--- src/sv/ikpl_pkg.sv ---
// Shared types, widths and the arctangent table for the two-link IK solver.
// No dependencies; imported by every module of the block.
package ikpl_pkg;

  localparam int POS_W     = 16;  // Q4.12 positions
  localparam int LEN_W     = 15;  // Q3.12 link lengths
  localparam int ANG_W     = 16;  // binary angles
  localparam int DIFF_W    = 17;  // target minus base
  localparam int DEN_W     = 31;  // 2ab
  localparam int DIV_W     = 47;  // dividend and remainder
  localparam int Q_W       = 16;  // quotient bits incl. saturation bit
  localparam int V_W       = 17;  // cosine term, Q.15 signed
  localparam int SQ_W      = 32;  // square root radicand and root
  localparam int ATAN_IN_W = 34;  // operand width into the arctangent units
  localparam int CORD_W    = 36;  // CORDIC datapath
  localparam int Z_W       = 32;  // turn accumulator
  localparam int MAX_CORDIC = 24;

  typedef enum logic [1:0] {
    REG_BASE_X   = 2'd0,
    REG_BASE_Y   = 2'd1,
    REG_BASE_LEN = 2'd2,
    REG_SEG_LEN  = 2'd3
  } cfg_idx_t;

  typedef struct packed {
    logic signed [DIFF_W-1:0] dx;
    logic signed [DIFF_W-1:0] dy;
    logic [ANG_W-1:0]         wanted;
  } side_t;

  // atan(2^-i) as a fraction of a full turn, 2^32 = one turn
  function automatic logic [Z_W-1:0] atan_entry(input int idx);
    logic [Z_W-1:0] e;
    e = '0;
    unique case (idx)
      0:  e = 32'h20000000;
      1:  e = 32'h12E4051D;
      2:  e = 32'h09FB385B;
      3:  e = 32'h051111D4;
      4:  e = 32'h028B0D43;
      5:  e = 32'h0145D7E1;
      6:  e = 32'h00A2F61E;
      7:  e = 32'h00517C55;
      8:  e = 32'h0028BE53;
      9:  e = 32'h00145F2E;
      10: e = 32'h000A2F98;
      11: e = 32'h000517CC;
      12: e = 32'h00028BE6;
      13: e = 32'h000145F3;
      14: e = 32'h0000A2F9;
      15: e = 32'h0000517C;
      16: e = 32'h000028BE;
      17: e = 32'h0000145F;
      18: e = 32'h00000A2F;
      19: e = 32'h00000517;
      20: e = 32'h0000028B;
      21: e = 32'h00000145;
      22: e = 32'h000000A2;
      23: e = 32'h00000051;
      default: e = '0;
    endcase
    return e;
  endfunction

endpackage

--- src/sv/ikpl_sqrt_cell.sv ---
// One digit of the bit-pair integer square root, trial bit 4^K.
// Depends on ikpl_pkg.
module ikpl_sqrt_cell import ikpl_pkg::*; #(
  parameter int K = 0
) (
  input  logic                  clk,
  input  logic                  en,
  input  logic [SQ_W-1:0]       n_i,
  input  logic [SQ_W-1:0]       r_i,
  input  logic signed [V_W-1:0] v_i,
  output logic [SQ_W-1:0]       n_o,
  output logic [SQ_W-1:0]       r_o,
  output logic signed [V_W-1:0] v_o
);

  localparam logic [SQ_W-1:0] BIT = SQ_W'(1) << (2 * K);

  logic [SQ_W-1:0]       n_r;
  logic [SQ_W-1:0]       r_r;
  logic signed [V_W-1:0] v_r;
  logic [SQ_W-1:0]       trial;

  assign trial = r_i + BIT;

  // take the digit where the trial fits, carry the cosine term along
  always_ff @(posedge clk) begin
    if (en) begin
      if (n_i >= trial) begin
        n_r <= n_i - trial;
        r_r <= (r_i >> 1) + BIT;
      end else begin
        n_r <= n_i;
        r_r <= r_i >> 1;
      end
      v_r <= v_i;
    end
  end

  assign n_o = n_r;
  assign r_o = r_r;
  assign v_o = v_r;

endmodule

--- config.mk ---
export PLATFORM = sky130hd
export DESIGN_NAME = ikpl_sqrt_cell
export DESIGN_NICKNAME = d
export VERILOG_FILES = /design/src/sv/ikpl_pkg.sv /design/src/sv/ikpl_sqrt_cell.sv
export SDC_FILE = /design/constraint.sdc
export NUM_CORES = 1
export LEC_CHECK = 0
export ABC_AREA = 1
export ABC_CLOCK_PERIOD_IN_PS = 4100
export BUFFER_PORTS_ARGS = -buffer_cell sky130_fd_sc_hd__buf_2
export CAP_MARGIN = 20
export CORE_ASPECT_RATIO = 1.5
export CORE_UTILIZATION = 55
export DETAILED_ROUTE_END_ITERATION = 10
export PLACE_DENSITY_LB_ADDON = 0.15
export RECOVER_POWER = 25
export SLEW_MARGIN = 20
export SYNTH_ARGS = -nofsm -noshare
export SYNTH_HDL_FRONTEND = slang
export SYNTH_SLANG_ARGS = --single-unit
--- constraint.sdc ---
create_clock -name clk -period 4.1 [get_ports clk]
set_input_delay 0.41 -clock clk [delete_from_list [all_inputs] [get_ports clk]]
set_output_delay 0.41 -clock clk [all_outputs]
set_load 0.01 [all_outputs]
# [After elaboration in Yosys (flattened, before gate mapping)]
# Index checks and enable logic that the tools add are counted.
[classes] bitwise_logic=0 div_mod_pow=0 add_sub_neg=3 order_cmp=1 n_reduce_logical=0 n_mul=0 n_eq_ne=0 muxes=2 shifts=0
[ops] operator="adder 31 x 1 -> 32 bit, second input constant" count=1
[ops] operator="adder 32 x 1 -> 32 bit, second input constant" count=1
[ops] operator="greater-or-equal comparator 32 bit" count=1
[ops] operator="two-way mux 32 bit" count=1
[ops] operator="subtractor 32 bit" count=1
[ops] operator="two-way mux 31 bit" count=1
[totals] out_inout_bits=81 rom_bits=0 latch_bits=0 reg_bits=81 ramBits=0 n_memories=0 word_cells=10

# [Longest topological paths before layout]
# Gate-level depths: netlist (run 1).
[depth] depth_word=3 ltp_mapped=21

# [Least setup slack after synthesis (run 1)]
# Ideal clock, no wire load.
[synth_timing] path_kind="input-to-reg" from="input port r_i[1]" to="register n_r[27] (netlist: n_o[27]), data pin" t_required_ns=3.847 path_buffers=2 arrival_ns=2.849 cell_stages=18 setup_slack_ns=0.998 cell_sequence="ha_1 > nand3_1 > nor2_2 > nand2_1 > nor2_1 > nand2_1 > xor2_1 > ha_1 > a21oi_1 > inv_1 > o21ai_0 > nand2_1 > nor2_1 > nand2_2 > buf_8 > buf_6 > nand3_1 > nand2_1"
[synth_between] elab_chain_len=3 elab_cells_between_ends=4 classes_between="add/sub: 2; order compare: 1; mux: 1"
[synth_rtl] item="start: declaration" line="ikpl_sqrt_cell.sv:9" rtl="input logic [SQ_W-1:0] r_i,"
[synth_rtl] item="adder 32 x 1 -> 32 bit (*)" line="ikpl_sqrt_cell.sv:23" rtl="assign trial = r_i + BIT;"
[synth_rtl] item="subtractor 32 bit / greater-or-equal comparator 32 bit (equally long branches)" line="ikpl_sqrt_cell.sv:29, ikpl_sqrt_cell.sv:28"
[synth_rtl] item="two-way mux 32 bit (*)" line="ikpl_sqrt_cell.sv:28" rtl="if (n_i >= trial) begin"
[synth_rtl] item="end signal: assignment" line="ikpl_sqrt_cell.sv:29" rtl="n_r <= n_i - trial;"
[synth_rtl] item="end signal: assignment" line="ikpl_sqrt_cell.sv:32" rtl="n_r <= n_i;"
[synth_rtl] item="end: declaration" line="ikpl_sqrt_cell.sv:18" rtl="logic [SQ_W-1:0] n_r;"
# Mark *: on every way between the ends. The rest lies on a longest branch, timed or not.
# A chain may end at the register's enable or synchronous reset.

# [Final worst setup path (run 1)]
[layout_timing] from="input port r_i[2]" to="register n_r[23] (netlist: n_o[23]), data pin"
# The elaborated chain is that of the path after synthesis.

==> results of run 1 <==
==> state kept, by name, summed over array words and instances (netlist names) <==
| register | count |
|---|---|
| r_o | 32 |
| n_o | 32 |
| v_o | 17 |
==> worst max path at each step <==
stage	startpoint	to	slack, ns	cells past startpoint
floorplan	r_i[1]	n_o[27]	1.0	18
global placement	r_i[2]	n_o[23]	0.28	18
detailed placement	r_i[2]	n_o[23]	0.16	18
CTS	r_i[2]	n_o[23]	0.52	18
global route	r_i[8]	n_o[23]	0.31	17
finish	r_i[2]	n_o[23]	0.51	18
==> routing by layer <==
layer / global-route usage (%) / wire (µm) / vias up
li1: - / - / 3567
met1: 37.1 / 7920 / 3126
met2: 61.8 / 11400 / 272
met3: 3.72 / 1130 / 77
met4: 23.5 / 1570 / 0
met5: 0 / 0 / -
==> synthesized netlist by cell type <==
| cell type | count | area [µm²] |
|---|---|---|
| nor2_1 | 74 | 278 |
| buf_8 | 1 | 15.0 |
| nand3_1 | 54 | 270 |
| nand4_1 | 9 | 56.3 |
| o21ai_0 | 3 | 15.0 |
| o21bai_1 | 4 | 30.0 |
| nand2_1 | 426 | 1600 |
| xor2_1 | 65 | 569 |
| nor4_1 | 2 | 12.5 |
| inv_1 | 158 | 593 |
| xnor2_1 | 1 | 8.76 |
| buf_4 | 1 | 7.51 |
| buf_6 | 7 | 78.8 |
| clkinv_1 | 2 | 7.51 |
| nor2_2 | 6 | 37.5 |
| fa_1 | 1 | 20.0 |
| and2_1 | 5 | 31.3 |
| edfxtp_1 | 81 | 2430 |
| nand2_2 | 3 | 18.8 |
| nor3_2 | 1 | 10.0 |
| nand3b_1 | 7 | 52.6 |
| a21oi_2 | 1 | 8.76 |
| o21ai_1 | 29 | 145 |
| a21oi_1 | 17 | 85.1 |
| nor3_1 | 21 | 105 |
| buf_2 | 4 | 20.0 |
| inv_2 | 8 | 30.0 |
| ha_1 | 34 | 425 |
==> placed cells by master, fill, tap and decap left out, types with 2 or more instances in the layout <==
cell type,instances
nand2_1,426
inv_1,158
buf_2,119
edfxtp_1,81
nor2_1,74
xor2_1,65
nand3_1,54
clkbuf_1,44
ha_1,34
o21ai_1,29
nor3_1,21
a21oi_1,17
buf_4,15
nand4_1,9
clkbuf_16,9
inv_2,8
nand3b_1,7
nor2_2,6
and2_1,5
o21bai_1,4
o21ai_0,3
nand2_2,3
buf_12,3
nor4_1,2
clkinv_1,2
clkinv_4,2
bufinv_16,2
==> metrics by stage <==
stage	power [W]	std cells	hold slack, ns	utilization, %	instance area, µm²
after floorplan	0.00162	1025	0.509	-	6960
after global placement	0.00192	1348	0.587	64.7	8020
after detailed placement	0.00193	1348	0.589	64.7	8020
after CTS	0.00281	1364	0.237	67.3	8340
after global routing	0.00293	1364	0.234	66.9	8290
final	0.00280	1364	0.244	66.9	8290
==> cells by family (layout without fill, tap and decap cells) <==
| family | after synthesis | count (layout) | synth area share (%) |
|---|---|---|---|
| simple gates | 608 | 608 | 35.5 |
| fa+ha+maj | 35 | 35 | 6.40 |
| buf+inv | 181 | 364 | 10.8 |
| xor+xnor | 66 | 66 | 8.30 |
| compound gates | 54 | 54 | 4.08 |
| flops | 81 | 81 | 34.9 |
==> layout make-up <==
cell class | instances | area, µm² | share of cell area (%)
clock buffers | 10 | 229 | 2.76
clock inverters | 6 | 91.3 | 1.10
inverters | 168 | 631 | 7.61
multi-input cells | 763 | 3780 | 45.6
flip-flops and latches | 81 | 2430 | 29.4
well taps | 156 | 195 | 2.36
repair buffers | 180 | 930 | 11.2
==> worst max-delay path, stage by stage <==
cell and delay (ns):
buf_2 0.14, ha_1 0.24, nand3_1 0.22, nor2_2 0.28
nand2_1 0.16, nor2_1 0.21, nand2_1 0.13, xor2_1 0.29
ha_1 0.36, a21oi_1 0.23, inv_1 0.08, o21ai_0 0.16
nand2_1 0.10, nor2_1 0.14, nand2_2 0.13, buf_12 0.19
nand3_1 0.14, nand2_1 0.06
==> power by group <==
group / internal [W] / total (W) / switching (W)
clock network: 0.000537 / 0.000885 / 0.000347
logic: 0.000290 / 0.000836 / 0.000546
registers: 0.00104 / 0.00107 / 0.0000317
==> qor.yml, run 1 <==
hold_path_depth: 1
fp.dieH_um: 140
synth_area_mm2: 0.00696
power_density_mw_per_mm2: 337
drive_gt1_share_pct: 14.2
cp-start-kind: "input pin"
cts_tree: "built"
min_period_over_period_pct: 87.6
gp_congestion: 0.968
drt_wl_total_um: 22000
numPortBuffers: 163
start_util_pct: 56.2
num_rows: 50
grt-ovfl-total: 0
setup_viol: 0
cts_hold_buffers: 0
synthCells: 1025
core-area_mm2: 0.0124
crit_required_ns: 4.19
slew_headroom_pct: 27.2
max_cap_violations: 0
cts-buffers-inserted: 9
postCtsResizedCells: 0
arrival_ns: 3.68
antenna_found_initial: 0
vias: 7042
yosysSeqAreaShare_pct: 34.9
antenna_left: 0
syn_to_final_growth_pct: 19.0
cts_sinks: 81
die_w_um: 93.9
rsz0062_at_grt: "false"
io_pins: 164
tns_ns: 0
viasPerCell: 5.16
hold_start: "v_i[13]"
min_to: "v_o[13]"
cts.htree.levels: 3
clk_pin_slew_ns: 0.07
nets: 1321
fill_cells: 1189
drc_errors: 0
slew_violations: 0
p_leak_nw: 4.30
cp-end-kind: "flip-flop"
yosys_warnings: 0
antennaDiodeCount: 0
status: "complete, no violations"
period_minus_slack_ns: 3.59
setup_ws_ns: 0.508
grt_usage_pct: 34.5
hold_viol: 0
timing.fmax_mhz: 278
syn_nets: 1143
cts_max_path_buffers: 2
synth_cell_types: 28
die-area_mm2: 0.0131
peakVddDrop_mv: 0.222
path_max_fanout: 35
worst_hold_path_type: "in -> reg"
first_pass_iters: 5
grt_pass1_wl_um: 33500
root_buffer: "clkbuf_16"
cts_setup_buffers: 0
dp_hpwl_um: 18100
grt_max_degree: 82
tightestPinTransition_ns: 1.09
wire_per_inst_um: 16.2
critical_path_class: "in -> reg"
grt_pass1_vias: 6822
drt-initial-drc-count: 357
synth.avg_cell_area_um2: 6.79
dp_slack_ns: 0.161
yosys_register_bits: 81
Power figures use the tool's default switching activity.
==> inputs of run 2 (changes only) <==
--- a/config.mk
+++ b/config.mk
@@ -13,2 +13,3 @@
 export CORE_UTILIZATION = 55
+export CTS_CLUSTER_DIAMETER = 80
 export DETAILED_ROUTE_END_ITERATION = 10
--- a/constraint.sdc
+++ b/constraint.sdc
@@ -3,2 +3,2 @@
 set_output_delay 0.41 -clock clk [all_outputs]
-set_load 0.01 [all_outputs]
+set_load 0.1 [all_outputs]
==> qor.yml, run 2 (same netlist as run 1, synthesis figures left out) <==
cp-end-kind: "flip-flop"
dp_hpwl_um: 18100
root_buffer: "clkbuf_16"
cts_setup_buffers: 0
cpLargestDelayFamily: "simple AND/OR/NAND/NOR gates"
crit_top_cell: "nand2_1"
setup_ws_ns: 0.525
numPortBuffers: 163
slew_violations: 82
power_density_mw_per_mm2: 417
critical_path_class: "in -> reg"
syn_to_final_growth_pct: 19.7
cp_num_buf_inv: 3
min_period_over_period_pct: 87.2
period_minus_slack_ns: 3.57
multi_input_area_mm2: 0.00378
grt_max_degree: 82
cp_slowest_cell: "ha_1"
tightestPinTransition_ns: 2.12
fp.dieH_um: 140
cts.htree.levels: 3
peakVddDrop_mv: 0.297
viasPerCell: 5.16
slew_headroom_pct: -41.5
tns_ns: 0
cts-buffers-inserted: 9
drt-initial-drc-count: 378
crit_required_ns: 4.19
antennaDiodeCount: 0
cpPeakStageDelay_ns: 0.36
postCtsResizedCells: 0
vias: 7041
rsz0062_at_grt: "false"
grt-ovfl-total: 0
cts_max_path_buffers: 2
worst_hold_path_type: "in -> reg"
antenna_left: 0
gp_congestion: 0.968
drc_errors: 0
grt_pass1_wl_um: 33500
antenna_found_initial: 0
die_w_um: 93.9
fin_cells: 1364
fill_cells: 1177
dp_slack_ns: 0.161
final_common_cell: "nand2_1"
cp_cell_sequence: "buf_2 -> ha_1 -> nand3_1 -> nor2_2 -> nand2_1 -> nor2_1 -> nand2_1 -> xor2_1 -> ha_1 -> a21oi_1 -> inv_1 -> o21ai_0 -> nand2_1 -> nor2_1 -> nand2_2 -> buf_12 -> nand3_1 -> nand2_1"
grt_usage_pct: 34.5
arrival_ns: 3.67
cts_hold_buffers: 0
core-area_mm2: 0.0124
grt_pass1_vias: 6822
io_pins: 164
first_pass_iters: 5
drive_gt1_share_pct: 17.7
status: "finished with violations"
drt_wl_total_um: 22000
hold_viol: 0
cp-start-kind: "input pin"
setup_viol: 0
die-area_mm2: 0.0131
violations: "capacitance limit, slew limit"
cts_sinks: 81
seq_area_mm2: 0.00243
nets: 1321
p_leak_nw: 4.41
most-common-layout-cells: "426 x nand2_1, 162 x buf_2, 158 x inv_1"
timing.fmax_mhz: 280
num_rows: 50
path_max_fanout: 35
clk_pin_slew_ns: 0.07
cts_tree: "built"
wire_per_inst_um: 16.1
start_util_pct: 56.2
max_cap_violations: 1
dp.cells: 1348
holdWs_ns: 0.244
-- run 2: cell type report --
type	count	area share (%)
inverter	168	7.56
tap	156	2.34
clock inverter	6	1.10
sequential	81	29.2
clock buffer	10	2.75
timing repair buffer	180	11.8
multi-input combinational	763	45.3
-- run 2: final timing paths --
path | startpoint | to | slack, ns | cells past startpoint
setup / recovery | r_i[2] | n_o[23] | 0.53 | 18
hold / removal | v_i[13] | v_o[13] | 0.24 | 1
-- run 2: metrics by stage --
stage          utilization, %  area [µm²]  power, W
6_report                 67.3        8340   0.00347
5_1_grt                  67.3        8340   0.00361
4_1_cts                  67.3        8340   0.00348
3_5_place_dp             64.7        8020   0.00260
3_3_place_gp             64.7        8020   0.00259
2_1_floorplan               -        6960   0.00229
-- run 2: layer usage --
layer | GRT usage (%) | vias up | routed length, µm
met5 | 0 | - | 0
met4 | 23.5 | 0 | 1560
met3 | 3.72 | 80 | 1050
met2 | 61.8 | 277 | 11400
met1 | 37.1 | 3116 | 7980
li1 | - | 3568 | -
-- run 2: power breakdown --
part | total [W] | internal, W | switching (W)
logic | 0.00152 | 0.000304 | 0.00121
clock network | 0.000882 | 0.000537 | 0.000345
registers | 0.00107 | 0.00104 | 0.0000302
