$ cat config.mk
export PLATFORM = sky130hd
export DESIGN_NAME = ikpl_div_cell
export DESIGN_NICKNAME = d
export VERILOG_FILES = /design/src/sv/ikpl_pkg.sv /design/src/sv/ikpl_div_cell.sv
export SDC_FILE = /design/constraint.sdc
export NUM_CORES = 1
export LEC_CHECK = 0
export BUFFER_PORTS_ARGS = -buffer_cell sky130_fd_sc_hd__buf_2
export CAP_MARGIN = 20
export CORE_MARGIN = 2
export CORE_UTILIZATION = 55
export DETAILED_ROUTE_END_ITERATION = 8
export HOLD_SLACK_MARGIN = 0.12
export MAX_ROUTING_LAYER = met4
export PLACE_DENSITY = 0.93
export SLEW_MARGIN = 40
export SYNTH_ARGS = -nofsm -noshare
export SYNTH_HDL_FRONTEND = slang
export SYNTH_SLANG_ARGS = --single-unit
$ cat constraint.sdc
create_clock -name clk -period 10.19 [get_ports clk]
set_clock_uncertainty 0.15 [all_clocks]
set_input_delay 3.057 -clock clk [delete_from_list [all_inputs] [get_ports clk]]
set_output_delay 3.057 -clock clk [all_outputs]
set_load 0.03 [all_outputs]
$ cat src/sv/ikpl_pkg.sv
// Shared types, widths and the arctangent table for the two-link IK solver.
// No dependencies; imported by every module of the block.
package ikpl_pkg;

  localparam int POS_W     = 16;  // Q4.12 positions
  localparam int LEN_W     = 15;  // Q3.12 link lengths
  localparam int ANG_W     = 16;  // binary angles
  localparam int DIFF_W    = 17;  // target minus base
  localparam int DEN_W     = 31;  // 2ab
  localparam int DIV_W     = 47;  // dividend and remainder
  localparam int Q_W       = 16;  // quotient bits incl. saturation bit
  localparam int V_W       = 17;  // cosine term, Q.15 signed
  localparam int SQ_W      = 32;  // square root radicand and root
  localparam int ATAN_IN_W = 34;  // operand width into the arctangent units
  localparam int CORD_W    = 36;  // CORDIC datapath
  localparam int Z_W       = 32;  // turn accumulator
  localparam int MAX_CORDIC = 24;

  typedef enum logic [1:0] {
    REG_BASE_X   = 2'd0,
    REG_BASE_Y   = 2'd1,
    REG_BASE_LEN = 2'd2,
    REG_SEG_LEN  = 2'd3
  } cfg_idx_t;

  typedef struct packed {
    logic signed [DIFF_W-1:0] dx;
    logic signed [DIFF_W-1:0] dy;
    logic [ANG_W-1:0]         wanted;
  } side_t;

  // atan(2^-i) as a fraction of a full turn, 2^32 = one turn
  function automatic logic [Z_W-1:0] atan_entry(input int idx);
    logic [Z_W-1:0] e;
    e = '0;
    unique case (idx)
      0:  e = 32'h20000000;
      1:  e = 32'h12E4051D;
      2:  e = 32'h09FB385B;
      3:  e = 32'h051111D4;
      4:  e = 32'h028B0D43;
      5:  e = 32'h0145D7E1;
      6:  e = 32'h00A2F61E;
      7:  e = 32'h00517C55;
      8:  e = 32'h0028BE53;
      9:  e = 32'h00145F2E;
      10: e = 32'h000A2F98;
      11: e = 32'h000517CC;
      12: e = 32'h00028BE6;
      13: e = 32'h000145F3;
      14: e = 32'h0000A2F9;
      15: e = 32'h0000517C;
      16: e = 32'h000028BE;
      17: e = 32'h0000145F;
      18: e = 32'h00000A2F;
      19: e = 32'h00000517;
      20: e = 32'h0000028B;
      21: e = 32'h00000145;
      22: e = 32'h000000A2;
      23: e = 32'h00000051;
      default: e = '0;
    endcase
    return e;
  endfunction

endpackage

$ cat src/sv/ikpl_div_cell.sv
// One restoring-division step: tries den << K against the remainder.
// Depends on ikpl_pkg.
module ikpl_div_cell import ikpl_pkg::*; #(
  parameter int K = 0
) (
  input  logic             clk,
  input  logic             en,
  input  logic [DIV_W-1:0] rem_i,
  input  logic [Q_W-1:0]   q_i,
  input  logic [DEN_W-1:0] den_i,
  input  logic             neg_i,
  output logic [DIV_W-1:0] rem_o,
  output logic [Q_W-1:0]   q_o,
  output logic [DEN_W-1:0] den_o,
  output logic             neg_o
);

  logic [DIV_W-1:0] rem_r;
  logic [Q_W-1:0]   q_r;
  logic [DEN_W-1:0] den_r;
  logic             neg_r;
  logic [DIV_W-1:0] dsh;

  assign dsh = DIV_W'(den_i) << K;

  // subtract the shifted divisor where it fits, set the quotient bit
  always_ff @(posedge clk) begin
    if (en) begin
      if (rem_i >= dsh) begin
        rem_r <= rem_i - dsh;
        q_r   <= q_i | (Q_W'(1) << K);
      end else begin
        rem_r <= rem_i;
        q_r   <= q_i;
      end
      den_r <= den_i;
      neg_r <= neg_i;
    end
  end

  assign rem_o = rem_r;
  assign q_o   = q_r;
  assign den_o = den_r;
  assign neg_o = neg_r;

endmodule

After elaboration in Yosys (flattened, before gate mapping)
Cells that the tools add are included.
- order comparisons: 1
- multipliers: 0
- shift operators: 0
- eq/ne operators: 0
- reductions and logical operators: 0
- bitwise gates (word level): 0
- add/sub/neg operators: 1
- divide/modulo/power cells: 0
- multiplexer cells: 1
- operators with widths (operator ; number):
    47-bit by 31-bit >= comparator with 1-bit output ; 1
    47-bit two-way mux ; 1
    47-bit by 31-bit subtractor with 47-bit output ; 1
- memories kept: 0
- bits in writable memories: 0
- logic and storage cells: 8
- register bits: 95
- memory bits (read-only): 0
- latch bits: 0

Logic depth before layout (Yosys ltp)
Gate-level depths: netlist of the first run.
- depth after elaboration: 2
- mapped depth: 13
- depth with buffers taken out: 12

Least setup slack after synthesis of the first run
OpenSTA, ideal clock, no wires.
- path type: input to register
- start: input rem_i[0]
- end: register rem_r[36], in the netlist rem_o[36], data pin
- required time: 9.782 ns
- path buffers: 0
- setup time: 0.258 ns
- path slack: 4.156 ns
- stages on the path: 12
- arrival: 5.626 ns
- cells stage by stage: inv_1 ha_1 inv_1 fa_1 a21oi_4 o221ai_2 a31oi_2 o221ai_2 a221o_1 a211o_1 or3b_1 xnor2_1
- longest elaborated chain between the ends: 2
- elaborated cells on any way between the ends: 3
- classes of those cells: add/sub: 1; order compare: 1; mux: 1
- RTL lines (element ; line ; RTL):
    start: declaration ; ikpl_div_cell.sv:8 ; input logic [DIV_W-1:0] rem_i,
    47-bit by 31-bit subtractor with 47-bit output or 47-bit by 31-bit >= comparator with 1-bit output (tied branches) ; ikpl_div_cell.sv:30, ikpl_div_cell.sv:29 ;
    47-bit two-way mux (*) ; ikpl_div_cell.sv:29 ; if (rem_i >= dsh) begin
    end signal: assignment ; ikpl_div_cell.sv:30 ; rem_r <= rem_i - dsh;
    end signal: assignment ; ikpl_div_cell.sv:33 ; rem_r <= rem_i;
    end: declaration ; ikpl_div_cell.sv:18 ; logic [DIV_W-1:0] rem_r;
Every way passes the cells marked *; elsewhere a longest branch is shown, timed or not.
A chain may end at the register's enable or synchronous reset.

Final worst setup path of the first run
Same ends and word-level chain as after synthesis.

==> results.cfg, run 1 <==
[setup_path]
critPathCaptureType = register
critPathBufInv = 3
path_class = input pin to register
worstSetupStartpointType = input pin
worstPathArrival_ns = 6.08
crit_family = compound AO/OA/AOI/OAI gates
crit_chain = buf_2 -> inv_1 -> ha_1 -> inv_1 -> fa_1 -> a21oi_4 -> o221ai_2 -> a31oi_2 -> o221ai_2 -> a221o_1 -> a211o_1 -> or3b_1 -> xnor2_1
crit_fanout = 5
crit_path_max_incr_delay_ns = 0.43
cp.required_ns = 10.18
cp_slowest_cell = fa_1

[timing]
slew_headroom_pct = 54.9
worstMarginPinSlew_ns = 0.674
hold_violations = 0
holdWs_ns = 2.69
finalCriticalPeriod_ns = 6.09
rsz0062_at_grt = no
finalMaxSlewViolations = 0
tns_ns = 0
max_clock_freq_mhz = 164
timing.final.crit_share_pct = 59.7
setup_viol = 0

[final_layout]
fin_util_pct = 69.9
fin_cells = 867
syn_to_final_growth_pct = 22.8
final_cell_mix = buf_2 (190), edfxtp_1 (95), a21oi_1 (62), nand2_1 (50), nor2_1 (49)
multiInputGateArea_sq_mm = 0.00249
fillers = 736
layout.nets = 857
final_common_cell = buf_2
drive_gt1_share_pct = 30.2
seqCellArea_sq_mm = 0.00285

[grt]
grt_pass1_vias = 4859
grt_pass1_wl_mm = 23.9
gr-total-overflow = 0
antenna_found_initial = 1
track_usage_pct = 28.5
grt_max_degree = 54

[detailed_routing]
routedWlPerCell_microns = 17.4
first_pass_iters = 5
wl_met2_mm = 7.63
drt_iter0_drc = 332
route.met3.wl_microns = 985
maxUsedRoutingLayer = met4
met1_length_mm = 6.13
drc = 0
via_per_inst = 5.70
postRouteAntennaNets = 0
drt_wl_total_mm = 15.0
num_vias = 4946

[synth]
yosys_warnings = 0
syn_nets = 666
synth-async-reset-ratio_pct = 0
syn_area_sq_mm = 0.00556
synth_edf_count = 95
synth.ff_latch_count = 95
synth_top_area_cell = edfxtp_1
ys_types = 59
synthDominantCellAreaShare_pct = 51.3
syn-mean-instance-area_sq_um = 10.4
ys.flop_type = edfxtp_1
synth.area.top_cells = edfxtp_1 (51%), ha_1 (7.0%), a21oi_1 (5.6%), xnor2_1 (3.5%), nand2_1 (3.4%)
synth_seq_area_share_pct = 51.3
synthCells = 537

[pwr]
internal_power_mw = 0.700
clockPowerShare_pct = 23.7
power_mw = 1.07
combPwrFrac_pct = 30.1
power_switching_mw = 0.368
p_leak_nw = 2.89
pwr_density_cell_mw_per_mm2 = 156
p_seq_share_pct = 46.2
p_sw_share_pct = 34.4
ir_worst_vdd_v = 0.0000818

[floorplan]
die_y_microns = 105
pin_count = 192
initial_core_util_pct = 56.9
row_count = 36
dieArea_sq_mm = 0.0109
core_sq_mm = 0.00977
fp.dieW_microns = 105

[clock_network]
cts.clk_slew.worst_paths_ns = 0.10
post_cts_buffers = 0
cts_resized = 0
cts_sinks = 95
cts-root-buf = clkbuf_8
cts_max_path_buffers = 2
cts_tree = done
cts_made_buffers = 9
hold_buffers = 0
h-tree-depth = 3

[placement]
place_inst = 850
io_buffers = 191
dpl.hpwl_mm = 12.1
gp_congestion = 0.917

[run]
drv_cap = 0

[min_path]
hold_class = input pin to register

[run_status]
status = completed
## power by group through the flow
stage | Sequential (mW) | Combinational, mW | Clock (mW)
CTS | 0.494 | 0.320 | 0.256
floorplan | 0.591 | 0.126 | 0
detailed placement | 0.502 | 0.318 | 0
global route | 0.497 | 0.344 | 0.270
finish | 0.493 | 0.321 | 0.253
global placement | 0.501 | 0.313 | 0
## area by class of cell
class	instances	share of cell area, %
inverters	40	2.20
well taps	133	2.44
clock inverters	7	1.01
multi-input cells	388	36.4
repair buffers	194	14.4
diodes	1	0.0366
flip-flops and latches	95	41.8
clock buffers	9	1.81
## path summary, 6_finish.rpt
path / endpoint / from / slack (ns) / cells after the start
min: neg_o$_DFFE_PP_ / neg_i / 2.69 / 1
max: rem_o[36]$_DFFE_PP_ / rem_i[0] / 4.10 / 13
## layer usage
metal  up-vias  global-route usage (%)
met5         -                       -
li1       2347                       -
met1      2316                    35.0
met2       255                    49.0
met4         0                    10.4
met3        28                    3.31
## Yosys cell counts, drive strengths merged (2+ instances only)
cell type  instances
o21bai             5
o21a               2
nor3              17
nand3             16
xnor2             22
and2               6
a211o              2
a21oi             65
buf                9
inv               40
nor2              49
a211oi             3
a311oi             2
nor4               4
clkbuf             5
nand2             50
a31oi              4
ha                31
nor2b              4
o21ai             33
a22oi              2
o2bb2ai            2
or3                6
edfxtp            95
nand4              8
o211ai             2
nand2b             5
o221ai             2
or2                4
o22ai              2
a2111oi            2
xor2              21
## cells by family (layout without fill, tap and decap cells)
family | after synthesis | after routing | share of synthesized area [%]
compound gates | 137 | 137 | 15.3
xor+xnor | 43 | 43 | 6.77
flops | 95 | 95 | 51.3
fa+ha+maj | 32 | 32 | 7.33
other cells | 0 | 1 | 0
buf+inv | 54 | 250 | 4.03
simple gates | 176 | 176 | 15.3
## metrics by stage
stage / instance area [sq um] / setup WS [ns]
2_1_floorplan: 5560 / 4.16
3_3_place_gp: 6640 / 3.79
4_1_cts: 6830 / 4.14
5_1_grt: 6830 / 3.91
6_report: 6830 / 4.10
3_5_place_dp: 6640 / 3.75
## flip-flops by register name (all words and copies together) (netlist names)
signal and count:
den_o 31, neg_o 1, rem_o 47, q_o 16
Power figures use the tool's default switching activity.
==> run 2, diff against run 1 <==
CORE_UTILIZATION = 51   (was 55)
PLACE_DENSITY = 0.87   (was 0.93)
clock period = 6.1 ns   (was 10.19 ns; I/O delays follow)
==> results.cfg, run 2 (synthesis gave the netlist of run 1 again) <==
[placement]
dpl.hpwl_mm = 12.0
io_buffers = 191
gp_congestion = 0.891

[setup_path]
cp.required_ns = 6.08
worstSetupStartpointType = input pin
crit_chain = buf_2 -> inv_1 -> ha_1 -> inv_1 -> fa_1 -> a21oi_4 -> o221ai_2 -> a31oi_2 -> o221ai_2 -> a221o_1 -> a211o_1 -> or3b_1 -> xnor2_1
crit_path_max_incr_delay_ns = 0.44
crit_fanout = 5
path_class = input pin to register
critPathBufInv = 3
critPathCaptureType = register
worstPathArrival_ns = 4.89
cp_slowest_cell = fa_1
startpoint = rem_i[0]
crit_family = compound AO/OA/AOI/OAI gates

[pwr]
p_leak_nw = 2.92
power_mw = 1.86
ir_worst_vdd_v = 0.000139
pwr_density_cell_mw_per_mm2 = 270

[detailed_routing]
routedWlPerCell_microns = 17.1
wl_met2_mm = 7.16
maxUsedRoutingLayer = met4
first_pass_iters = 5
drc = 0
route.met3.wl_mm = 1.05
num_vias = 4832
met1_length_mm = 6.48
drt_iter0_drc = 333
drt_wl_total_mm = 14.9
via_per_inst = 5.52
postRouteAntennaNets = 0

[final_layout]
drive_gt1_share_pct = 30.5
final_common_cell = buf_2
layout.nets = 860
syn_to_final_growth_pct = 24.2
final_cell_mix = buf_2 (190), edfxtp_1 (95), a21oi_1 (62), nand2_1 (50), nor2_1 (49)
largest_reg_flops = 47
n_antenna_cell = 0

[clock_network]
cts_max_path_buffers = 2
hold_buffers = 0
cts_made_buffers = 9
cts_sinks = 95
post_cts_buffers = 0
h-tree-depth = 3
cts.clk_slew.worst_paths_ns = 0.10
cts_resized = 0
cts-root-buf = clkbuf_8
cts_tree = done

[timing]
finalCriticalPeriod_ns = 4.91
hold_violations = 0
rsz0062_at_grt = no
setup_viol = 0
slew_headroom_pct = 49.1
timing.final.crit_share_pct = 80.5
tns_ns = 0
worstMarginPinSlew_ns = 0.764
finalMaxSlewViolations = 0
max_clock_freq_mhz = 204

[run_status]
status = completed

[run]
drv_cap = 0

[floorplan]
fp.dieW_microns = 108
dieArea_sq_mm = 0.0118
initial_core_util_pct = 51.8
die_y_microns = 108
pin_count = 192
core_sq_mm = 0.0107
row_count = 38

[grt]
grt_pass1_wl_mm = 22.9
track_usage_pct = 26.2
antenna_found_initial = 0
gr-total-overflow = 0
grt_max_degree = 62
grt_pass1_vias = 4607

[min_path]
hp-start = q_i[13]
hold_depth = 1
hold_class = input pin to register
min_to = q_o[13]$_DFFE_PP_
-- run 2: cell count changes in the layout (fill, tap and decap cells not counted) --
cell / delta
buf_4: +3
bufinv_16: +2
clkinv_1: -1
clkinv_2: -2
diode_2: -1
-- run 2: metal layers --
metal	track usage [%]	up-vias
met3	2.53	22
met4	8.33	0
met5	-	-
met1	34.3	2227
met2	43.1	237
li1	-	2346
-- run 2: where the power goes --
| group | switching [mW] | internal, mW | leakage [nW] |
|---|---|---|---|
| sequential | 0.0187 | 0.806 | 0.930 |
| clock | 0.230 | 0.273 | 0.116 |
| combinational | 0.362 | 0.173 | 1.88 |
-- run 2: worst max-delay path by stage --
| stage | end | slack, ns | depth (start not counted) |
|---|---|---|---|
| 4_1_cts | rem_o[36]$_DFFE_PP_ | 1.23 | 13 |
| 2_1_floorplan | rem_o[36]$_DFFE_PP_ | 1.29 | 12 |
| 3_3_place_gp | rem_o[36]$_DFFE_PP_ | 0.91 | 13 |
| 5_1_grt | rem_o[36]$_DFFE_PP_ | 1.07 | 13 |
| 3_5_place_dp | rem_o[36]$_DFFE_PP_ | 0.84 | 13 |
| 6_report | rem_o[36]$_DFFE_PP_ | 1.19 | 13 |
-- run 2: cell type report --
type                            instances  area, sq um
Clock buffer                            9          124
Timing Repair Buffer                  197         1000
Sequential cell                        95         2850
Tap cell                              140          175
Inverter                               40          150
Clock inverter                          6          115
Fill cell                             880         3840
Multi-Input combinational cell        388         2490
-- run 2: through the flow --
step                instance area, sq um  utilization [%]  worst slack, ns  hold slack (ns)  instances
global placement                    6670             62.1            0.914             1.86        860
floorplan                           5560                -             1.29             1.78        537
finish                              6910             64.3             1.19             1.49        875
CTS                                 6910             64.3             1.23             1.48        875
detailed placement                  6670             62.1            0.841             1.86        860
global route                        6910             64.3             1.07             1.47        875
==> run 3, diff against run 2 <==
clock period = 4.63 ns   (was 6.1 ns; I/O delays follow)
==> results.cfg, run 3 (synthesis gave the netlist of run 1 again) <==
[final_layout]
largest_reg_flops = 47
drive_gt1_share_pct = 31.6
multiInputGateArea_sq_mm = 0.00249
fin_area_sq_mm = 0.00699
final_cell_mix = buf_2 (190), edfxtp_1 (95), a21oi_1 (62), nand2_1 (50), nor2_1 (49)
n_antenna_cell = 0
final_common_cell = buf_2
fillers = 845
syn_to_final_growth_pct = 25.6
fin_util_pct = 65.0
seqCellArea_sq_mm = 0.00285
fin_cells = 887
layout.nets = 872

[floorplan]
fp.dieW_microns = 108
dieArea_sq_mm = 0.0118
die_y_microns = 108
initial_core_util_pct = 51.8
pin_count = 192
row_count = 38
core_sq_mm = 0.0107

[setup_path]
crit_chain = buf_2 -> inv_1 -> ha_1 -> inv_1 -> fa_1 -> a21oi_4 -> o221ai_2 -> a31oi_2 -> buf_4 -> o2111ai_1 -> a21oi_1 -> o21ai_0 -> nor4_1 -> xor2_1
cp.required_ns = 4.59
crit_fanout = 4
cpMostUsedCell = inv_1
cp_slowest_cell = fa_1
path_class = input pin to register
startpoint = rem_i[0]
critPathCaptureType = register
cp_num_cells = 14
critPathBufInv = 4
crit_path_max_incr_delay_ns = 0.45
worstSetupStartpointType = input pin
worstPathArrival_ns = 4.17
crit_end = rem_o[34]$_DFFE_PP_
crit_family = compound AO/OA/AOI/OAI gates

[clock_network]
cts-root-buf = clkbuf_8
cts.clk_slew.worst_paths_ns = 0.09
cts_resized = 0
h-tree-depth = 3
cts_made_buffers = 9
cts_max_path_buffers = 2
cts_tree = done
cts_sinks = 95
hold_buffers = 0
post_cts_buffers = 0

[timing]
max_clock_freq_mhz = 238
tns_ns = 0
holdWs_ns = 1.04
timing.final.crit_share_pct = 90.9
hold_violations = 0
setup_viol = 0
finalMaxSlewViolations = 0
finalCriticalPeriod_ns = 4.21
rsz0062_at_grt = no
setup_slack_ns = 0.422
worstMarginPinSlew_ns = 0.524
slew_headroom_pct = 65.1

[pwr]
pwr_density_cell_mw_per_mm2 = 345
ir_worst_vdd_v = 0.000180
power_mw = 2.41
p_leak_nw = 2.97

[min_path]
hold_depth = 1
hold_class = input pin to register
hp-start = q_i[11]

[grt]
track_usage_pct = 26.9
grt_max_degree = 39
antenna_found_initial = 0
grt_pass1_vias = 4757
gr-total-overflow = 0
grt_pass1_wl_mm = 23.6

[detailed_routing]
routedWlPerCell_microns = 17.2
drt_wl_total_mm = 15.3
via_per_inst = 5.60
drt_iter0_drc = 323
num_vias = 4970
postRouteAntennaNets = 0
first_pass_iters = 5
drc = 0

[run]
drv_cap = 0

[run_status]
status = completed

[placement]
gp_congestion = 0.922
place_inst = 872
place_ws_ns = 0.0716
io_buffers = 191
dpl.hpwl_mm = 12.4
post_dp_cell_area_sq_mm = 0.00677
## run 3: cell count changes in the layout (fill, tap and decap cells not counted)
cell | before | now
buf_4 | 7 | 18
buf_12 | 0 | 1
clkinvlp_4 | 1 | 2
bufinv_16 | 3 | 2
## run 3: worst min-delay path by stage
stage | slack [ns] | endpoint
after floorplan | 1.34 | den_o[0]$_DFFE_PP_
after global placement | 1.42 | q_o[5]$_DFFE_PP_
after detailed placement | 1.42 | q_o[14]$_DFFE_PP_
after CTS | 1.03 | q_o[11]$_DFFE_PP_
after global routing | 1.03 | q_o[5]$_DFFE_PP_
final | 1.04 | q_o[11]$_DFFE_PP_
## run 3: per-layer routing
layer	part of all wire [%]	track usage, %
met1	42	35.2
met2	49	44.4
met3	7.5	3.32
met4	1.2	7.42
met5	0	-
## run 3: cell type report
class	instances	area share [%]
multi-input cells	388	35.6
clock buffers	9	1.77
flip-flops and latches	95	40.8
well taps	140	2.51
clock inverters	6	1.33
inverters	40	2.15
repair buffers	209	15.8
## run 3: power breakdown
group          switching, mW  internal (mW)
logic                  0.483          0.238
clock network          0.300          0.305
registers             0.0246           1.06
total                  0.808           1.60
